<file path="config.mk">
export PLATFORM = sky130hd
export DESIGN_NAME = imu_packet_sync_and_extract
export DESIGN_NICKNAME = d
export VERILOG_FILES = /design/src/sv/ips_pkg.sv /design/src/sv/ips_front.sv /design/src/sv/ips_queue.sv /design/src/sv/ips_back.sv /design/src/sv/imu_packet_sync_and_extract.sv
export VERILOG_INCLUDE_DIRS = /design/src /design/src/sv
export SDC_FILE = /design/constraint.sdc
export NUM_CORES = 2
export LEC_CHECK = 0
export ABC_AREA = 1
export BUFFER_PORTS_ARGS = -buffer_cell sky130_fd_sc_hd__buf_2
export CORE_ASPECT_RATIO = 1.75
export CORE_UTILIZATION = 50
export DETAILED_ROUTE_END_ITERATION = 10
export GPL_TIMING_DRIVEN = 0
export PLACE_DENSITY_LB_ADDON = 0.3
export SYNTH_ARGS = -nofsm -noshare
export SYNTH_HDL_FRONTEND = slang
export SYNTH_SLANG_ARGS = --single-unit
</file>
<file path="constraint.sdc">
create_clock -name clk -period 82.7 [get_ports clk]
set_clock_uncertainty 0.1 [all_clocks]
set_input_delay 4.135 -clock clk [delete_from_list [all_inputs] [get_ports clk]]
set_output_delay 4.135 -clock clk [all_outputs]
set_load 0.05 [all_outputs]
</file>
<file path="src/sv/imu_packet_sync_and_extract_defines.svh">
// Assertion macros for the IMU packet sync and extract block.
// Used by the top level; expects signals named clk and rst_n in scope.
`ifndef IMU_PACKET_SYNC_AND_EXTRACT_DEFINES_SVH
`define IMU_PACKET_SYNC_AND_EXTRACT_DEFINES_SVH

// Checked only while out of reset.
`define IPS_ASSERT(lbl, prop, msg) \
    lbl: assert property (@(posedge clk) disable iff (!rst_n) prop) else $error(msg);

// Checked at every edge, reset included.
`define IPS_ASSERT_ALWAYS(lbl, prop, msg) \
    lbl: assert property (@(posedge clk) prop) else $error(msg);

`endif

</file>
<file path="src/sv/ips_pkg.sv">
// Shared types and constants for the IMU packet sync and extract block.
// No dependencies.
`timescale 1ns / 1ps

package ips_pkg;

    localparam int PACKET_BYTES  = 79;
    localparam int SUM_BYTES     = PACKET_BYTES - 2;
    localparam int TIMER_POS     = PACKET_BYTES - 6;
    localparam int PAYLOAD_WORDS = 18;

    localparam logic [7:0] HEADER_RESET = 8'hCC;
    localparam logic [4:0] WORD_DELTA   = 5'(PAYLOAD_WORDS);

    typedef logic [7:0]  byte_t;
    typedef logic [31:0] word_t;
    typedef logic [4:0]  word_index_t;

    typedef struct packed {
        logic [PAYLOAD_WORDS-1:0][31:0] words;
        word_t                          delta;
    } pkt_t;

endpackage

</file>
<file path="src/sv/ips_front.sv">
// Front end: byte window, running sum, header and checksum test, timer delta.
// Depends on ips_pkg.
`timescale 1ns / 1ps

module ips_front (
    input  logic          clk,
    input  logic          rst_n,
    input  logic          cfg_we,
    input  logic [7:0]    cfg_wdata,
    input  logic          in_valid,
    input  logic [7:0]    in_byte,
    input  logic          push_ready,
    output logic          push,
    output ips_pkg::pkt_t pkt
);
    import ips_pkg::*;

    byte_t        window_reg [PACKET_BYTES];
    logic [6:0]   fill_reg;
    logic [15:0]  sum_reg;
    logic [15:0]  sum_next;
    word_t        prev_timer_reg;
    byte_t        header_reg;
    word_t        timer;
    logic         full_next;
    logic         hit;
    logic         accept;

    assign accept = in_valid && push_ready;

    always_comb
    begin
        sum_next  = sum_reg - 16'(window_reg[0]) + 16'(window_reg[SUM_BYTES]);
        full_next = (fill_reg >= 7'(PACKET_BYTES - 1));
        hit       = full_next && (window_reg[1] == header_reg) &&
                    (sum_next == {window_reg[PACKET_BYTES-1], in_byte});
        for (int k = 0; k < PAYLOAD_WORDS; k++)
        begin
            pkt.words[k] = {window_reg[2+4*k], window_reg[3+4*k],
                            window_reg[4+4*k], window_reg[5+4*k]};
        end
        timer     = {window_reg[TIMER_POS+1], window_reg[TIMER_POS+2],
                     window_reg[TIMER_POS+3], window_reg[TIMER_POS+4]};
        pkt.delta = timer - prev_timer_reg;
    end

    assign push = accept && hit;

    always_ff @(posedge clk or negedge rst_n)
    begin
        if (!rst_n)
        begin
            for (int i = 0; i < PACKET_BYTES; i++)
            begin
                window_reg[i] <= '0;
            end
            fill_reg       <= '0;
            sum_reg        <= '0;
            prev_timer_reg <= '0;
            header_reg     <= HEADER_RESET;
        end
        else
        begin
            if (cfg_we)
            begin
                header_reg <= cfg_wdata;
            end
            if (accept)
            begin
                if (hit)
                begin
                    for (int i = 0; i < PACKET_BYTES; i++)
                    begin
                        window_reg[i] <= '0;
                    end
                    fill_reg       <= '0;
                    sum_reg        <= '0;
                    prev_timer_reg <= timer;
                end
                else
                begin
                    for (int i = 0; i < PACKET_BYTES - 1; i++)
                    begin
                        window_reg[i] <= window_reg[i+1];
                    end
                    window_reg[PACKET_BYTES-1] <= in_byte;
                    fill_reg <= full_next ? 7'(PACKET_BYTES) : fill_reg + 7'd1;
                    sum_reg  <= sum_next;
                end
            end
        end
    end

endmodule

</file>
<file path="src/sv/ips_queue.sv">
// One-entry packet queue between the front end and the back end.
// Depends on ips_pkg.
`timescale 1ns / 1ps

module ips_queue (
    input  logic          clk,
    input  logic          rst_n,
    input  logic          in_valid,
    input  ips_pkg::pkt_t in_pkt,
    output logic          in_ready,
    output logic          out_valid,
    output ips_pkg::pkt_t out_pkt,
    input  logic          out_ready
);
    import ips_pkg::*;

    logic full_reg;
    pkt_t pkt_reg;

    assign in_ready  = !full_reg || out_ready;
    assign out_valid = full_reg;
    assign out_pkt   = pkt_reg;

    always_ff @(posedge clk or negedge rst_n)
    begin
        if (!rst_n)
        begin
            full_reg <= 1'b0;
        end
        else if (in_valid && in_ready)
        begin
            full_reg <= 1'b1;
        end
        else if (out_ready)
        begin
            full_reg <= 1'b0;
        end
    end

    always_ff @(posedge clk)
    begin
        if (in_valid && in_ready)
        begin
            pkt_reg <= in_pkt;
        end
    end

endmodule

</file>
<file path="src/sv/ips_back.sv">
// Back end: walks one packet out as 18 payload words and the timer delta.
// Depends on ips_pkg.
`timescale 1ns / 1ps

module ips_back (
    input  logic          clk,
    input  logic          rst_n,
    input  logic          pkt_valid,
    input  ips_pkg::pkt_t pkt,
    output logic          pkt_ready,
    output logic          out_valid,
    input  logic          out_ready,
    output logic [4:0]    out_index,
    output logic [31:0]   out_data,
    output logic          out_last
);
    import ips_pkg::*;

    logic                           busy_reg;
    word_index_t                    count_reg;
    logic [PAYLOAD_WORDS-1:0][31:0] words_reg;
    word_t                          delta_reg;
    logic                           out_valid_reg;
    word_index_t                    out_index_reg;
    word_t                          out_data_reg;
    logic                           out_last_reg;
    logic                           adv;
    logic                           at_delta;

    assign pkt_ready = !busy_reg;
    assign adv       = !out_valid_reg || out_ready;
    assign at_delta  = (count_reg == WORD_DELTA);

    assign out_valid = out_valid_reg;
    assign out_index = out_index_reg;
    assign out_data  = out_data_reg;
    assign out_last  = out_last_reg;

    always_ff @(posedge clk or negedge rst_n)
    begin
        if (!rst_n)
        begin
            busy_reg      <= 1'b0;
            count_reg     <= '0;
            out_valid_reg <= 1'b0;
        end
        else
        begin
            if (adv)
            begin
                out_valid_reg <= busy_reg;
            end
            if (pkt_valid && !busy_reg)
            begin
                busy_reg  <= 1'b1;
                count_reg <= '0;
            end
            else if (busy_reg && adv)
            begin
                count_reg <= count_reg + 5'd1;
                if (at_delta)
                begin
                    busy_reg <= 1'b0;
                end
            end
        end
    end

    always_ff @(posedge clk)
    begin
        if (pkt_valid && !busy_reg)
        begin
            words_reg <= pkt.words;
            delta_reg <= pkt.delta;
        end
        else if (busy_reg && adv)
        begin
            words_reg <= words_reg >> 32;
        end
        if (adv && busy_reg)
        begin
            out_index_reg <= count_reg;
            out_data_reg  <= at_delta ? delta_reg : words_reg[0];
            out_last_reg  <= at_delta;
        end
    end

endmodule

</file>
<file path="src/sv/imu_packet_sync_and_extract.sv">
// Top level of the IMU packet sync and extract block.
// Depends on ips_pkg, ips_front, ips_queue, ips_back and the defines header.
//
//  Channel   Direction  Handshake                       Content
//  s_axis    in         s_axis_tvalid / s_axis_tready   one received byte
//  m_axis    out        m_axis_tvalid / m_axis_tready   one word of a found packet
//  cfg       in         cfg_we                          header byte
//
// One byte is taken per cycle; the window shift, sum update and checksum
// compare all finish in the accepting cycle.
// A found packet yields 19 results, one per cycle while m_axis_tready is high, from the back-end shift line.
// Reset zeroes the window, count, sum and previous timer; no clearing pass.
// The input stalls only while one packet waits in the queue and another is
// still being sent.
`timescale 1ns / 1ps
`include "imu_packet_sync_and_extract_defines.svh"

module imu_packet_sync_and_extract (
    input  logic        clk,
    input  logic        rst_n,
    input  logic        cfg_we,
    input  logic [7:0]  cfg_wdata,
    input  logic        s_axis_tvalid,
    output logic        s_axis_tready,
    input  logic [7:0]  s_axis_tdata,   // [7:0] rx_byte
    output logic        m_axis_tvalid,
    input  logic        m_axis_tready,
    output logic [31:0] m_axis_tdata,   // [31:0] data_word
    output logic [4:0]  m_axis_tuser,   // [4:0] word_index
    output logic        m_axis_tlast
);
    import ips_pkg::*;

    logic push;
    logic push_ready;
    pkt_t front_pkt;
    logic q_valid;
    logic q_ready;
    pkt_t q_pkt;

    ips_front u_front (
        .clk        (clk),
        .rst_n      (rst_n),
        .cfg_we     (cfg_we),
        .cfg_wdata  (cfg_wdata),
        .in_valid   (s_axis_tvalid),
        .in_byte    (s_axis_tdata),
        .push_ready (push_ready),
        .push       (push),
        .pkt        (front_pkt)
    );

    ips_queue u_queue (
        .clk       (clk),
        .rst_n     (rst_n),
        .in_valid  (push),
        .in_pkt    (front_pkt),
        .in_ready  (push_ready),
        .out_valid (q_valid),
        .out_pkt   (q_pkt),
        .out_ready (q_ready)
    );

    ips_back u_back (
        .clk       (clk),
        .rst_n     (rst_n),
        .pkt_valid (q_valid),
        .pkt       (q_pkt),
        .pkt_ready (q_ready),
        .out_valid (m_axis_tvalid),
        .out_ready (m_axis_tready),
        .out_index (m_axis_tuser),
        .out_data  (m_axis_tdata),
        .out_last  (m_axis_tlast)
    );

    assign s_axis_tready = push_ready;

    `IPS_ASSERT(a_last_on_delta, m_axis_tvalid |-> (m_axis_tlast == (m_axis_tuser == WORD_DELTA)), "tlast does not match the timer delta index")
    `IPS_ASSERT(a_index_steps, (m_axis_tvalid && m_axis_tready && !m_axis_tlast) |=> (m_axis_tvalid && (m_axis_tuser == 5'($past(m_axis_tuser) + 5'd1))), "word index did not advance by one")
    `IPS_ASSERT_ALWAYS(a_push_taken, push |-> push_ready, "found packet pushed into a full queue")

endmodule

</file>
==> results <==
- In this run the register-to-register setup slack is 77.33 ns.
- The endpoint kind of the worst setup timing path is a register.
- The register with the most flip-flops in the layout has 608 of them.
- The number of iterations in the first detailed-routing pass is 8.
- The transition time at the pin with the least slew margin is 1.34 ns.
- The H-tree was split into 4 levels.
- After layout, the worst setup slack is 75.66 ns.
- Data on the critical path is required at its endpoint by 83.09 ns.
- Of all cell types, the one taking the most synthesized area is edfxtp_1.
- The die is 297 µm wide.
- The number of gates resized after cts is 0.
- The count of buffers added on input and output ports is 60.
- Synthesis produced 6,952 cells.
- The layout cell share with drive strength beyond 1 is 6.29%.
- The worst hold path begins at u_queue.out_pkt[7].
- The cell with the largest stage delay on the worst path is nor2_4.
- The total die area is 154,000 µm².
- Dividing the detail-routed wire length by the instance count gives 20.1 µm.
- The floorplan step defined a core boundary enclosing 152,000 µm².
- Sorting the synthesized cells by area gives the leading types as edfxtp_1 (49%), dfrtp_1 (23%), nand2_1 (16%).
- The highest net fanout along the worst path is 29.
- Among all flip-flop cells after synthesis, the most frequent one is edfxtp_1.
- The initial antenna violation count is 9.
- The leakage component of the power is 40.0 nW.
- The signal on the critical path passes through buf_2 -> nand2_1 -> clkbuf_1 -> clkbuf_1 -> nor2_4 -> buf_12 -> buf_12 -> buf_16 -> buf_16 -> buf_12 -> buf_12.
- The share of the Yosys chip area taken by registers is 72.4%.
- The min-delay analysis places its worst path in the category reg -> reg.
- The critical path contains buffers and inverters numbering 9 combined.
- The TritonCTS clock tree is done.
- The final total negative setup slack is 0 ns.
- The top cell type by area accounts for 49.4% of the synthesized area.
- For the worst flop-to-flop path, the logic depth is 23.
- The number of endpoints failing setup at the final stage is 0.
- The worst path arrival time is 7.43 ns.
- The post-detailed-route via-to-cell ratio is 5.18.
- The number of nets in the final layout is 7,296.
- The post-synthesis cell area is 76,300 µm².
- The initial detailed-routing violation count is 3,617.
- The number of maximum-capacitance constraint violations is 0.
- The number of endpoints with negative hold slack in the final report is 0.
- The time the final worst path needs with I/O delays and setup is 7.04 ns.
- Clock tree synthesis selected as its root buffer the cell clkbuf_16.
- After detailed routing, the number of remaining DRC violations is 0.
- The distinct cell type count after synthesis is 41.
- The cell repeated most along the worst path is buf_12.
- The type of origin of the critical path is a primary input.
- The clock sink count is 1,957.
- In this run, post-CTS hold repair placed 0 buffers.
- The setup path with the least slack is of type in -> reg.
- The wire length of the first global-routing pass is 286 mm.
- The source-to-sink clock delay at the later pin of the worst-skew pair is 0.80 ns.
- The effective utilization at floorplan is 50.3%.
- The relative area change from synthesis to final layout is 12.2%.
- The total routed wirelength is 188 mm.
- The number of clock buffers added by TritonCTS is 167.
- The final estimated routing congestion in global placement is 0.935.
- After legalization and detailed placement, the total HPWL measured 138 mm.
- The overall via count from detail_route is 48,500.
- On the worst path, the slowest cell contributes a delay of 0.66 ns.
- The number of flops mapped to enable cells by yosys is 1,254.
- Setup repair after global routing left no endpoint under its margin.
- The fraction of synthesis flops using an asynchronous set or reset pin is 35.9%.
- Averaged over all synthesized cells, the footprint is 11.0 µm².
- The number of nets produced by synthesis is 7,033.
- Entering global routing, the biggest net connects 141 pins.
- VDD sags by at most 0.0247 mV.
- The flow ran to the end, and the final reports show no timing, DRC or antenna violations.
- The total routing usage reported by global routing is 24.6%.
- The timing-limited maximum frequency is 142 MHz.
- The overall power consumption is 2.56 mW.
- The worst hold path passes through 0 cells.
- The placement-stage worst setup slack is 74.85 ns.
- In this run the power density over the cells is 30.0 nW/µm².
- The number of I/O pins is 61.
- The number of global-route vias before repair is 49,200.
- The clock passes through at most 3 buffers.
- The floorplan has 189 rows.
- The clock-pin slew on the worst setup and hold paths is 0.06 ns.
- The die span in y is 519 µm.
- The kind of cell adding the most delay to the critical path is buffers and inverters.
- The fraction of the cycle the final worst path needs is 8.51%.
- In this run the critical register-to-register path is captured at u_queue.out_pkt[174].
- The worst flop-to-flop path startpoint is u_front.timer[6].
- The count of final max-slew check failures was 0.
- The total setup buffers inserted after CTS is 0.
- The number of nets with antenna violations after routing is 0.
- The post-synthesis sequential element count is 1,957.
- The overall overflow remaining after global route is 0.
- The number of warnings issued by yosys is 0.
- The tightest slew margin relative to the limit is 10.6%.
- The worst hold path terminates at u_back.delta_reg[7].
[power by group]
part / internal (mW) / switching, mW
logic: 0.161 / 0.396
clock network: 0.446 / 0.359
registers: 1.16 / 0.0449
total: 1.76 / 0.801
[cells in the mapped netlist (9+ instances only)]
cell      count
buf_1        58
nor2_1      105
inv_1       214
a21oi_1      46
inv_2        10
nand4_1      39
xor2_1       26
xnor2_1      11
dfrtp_1     699
nand2_1    3321
buf_6        20
edfxtp_1   1254
o21bai_1     10
buf_2        54
fa_1          9
o21ai_0      33
nand3_1     711
ha_1         51
clkbuf_1    228
[final cells by class]
cell class / count / area, µm²
inverter: 225 / 852
timing repair buffer: 94 / 1080
sequential: 1957 / 55300
buffer: 361 / 1580
fill: 12400 / 66000
antenna: 4 / 10.0
clock inverter: 81 / 833
multi-input combinational: 4409 / 18600
clock buffer: 232 / 4820
tap: 2005 / 2510
[per-layer routing]
layer | vias up | part of all wire, % | global-route usage [%]
met5 | - | 0.028 | 0
met4 | 8 | 6.9 | 15.7
met3 | 486 | 3.5 | 2.87
met2 | 1177 | 56 | 47.6
met1 | 23400 | 34 | 24.7
li1 | 23400 | - | -
[cell families (layout without fill, tap and decap cells)]
kind of cell / after synthesis / after routing / synth area share (%)
and+or+nand+nor: 4200 / 4200 / 22.1
buffers and inverters: 586 / 993 / 3.17
AOI/OAI and AO/OA: 108 / 108 / 0.802
xor gates and xnor gates: 37 / 37 / 0.425
muxes: 4 / 4 / 0.0590
DFF: 1957 / 1957 / 72.4
other: 0 / 4 / 0
adders and majority gates: 60 / 60 / 1.07
[worst max-delay path by stage]
| stage | start | endpoint | slack, ns | cells past startpoint |
|---|---|---|---|---|
| after floorplan | s_axis_tdata[0] | u_queue.out_pkt[0] | 50.95 | 12 |
| after global placement | s_axis_tvalid | u_queue.out_pkt[172] | 38.34 | 5 |
| after detailed placement | s_axis_tvalid | u_queue.out_pkt[172] | 74.85 | 11 |
| after CTS | s_axis_tvalid | u_queue.out_pkt[206] | 75.70 | 11 |
| after global routing | s_axis_tdata[1] | u_queue.out_pkt[206] | 75.47 | 19 |
| final | s_axis_tvalid | u_queue.out_pkt[174] | 75.66 | 11 |
[placed cells by master, fill, tap and decap left out, types with 58 or more instances in the layout]
master     instances
nand2_1         3321
edfxtp_1        1254
nand3_1          711
dfrtp_1          699
clkbuf_1         261
inv_1            212
clkbuf_16        175
buf_2            113
nor2_1           103
buf_1             58
[metrics by stage]
step | cells | utilization (%) | hold slack [ns] | area [µm²]
2_1_floorplan | 6952 | - | 0.300 | 76300
3_3_place_gp | 9017 | 52.2 | 0.302 | 79100
3_5_place_dp | 9051 | 52.7 | 0.305 | 79900
4_1_cts | 9364 | 56.4 | 0.296 | 85600
5_1_grt | 9365 | 56.4 | 0.321 | 85600
6_report | 9368 | 56.5 | 0.304 | 85600
Note: power is estimated with default switching activity, not from simulation.
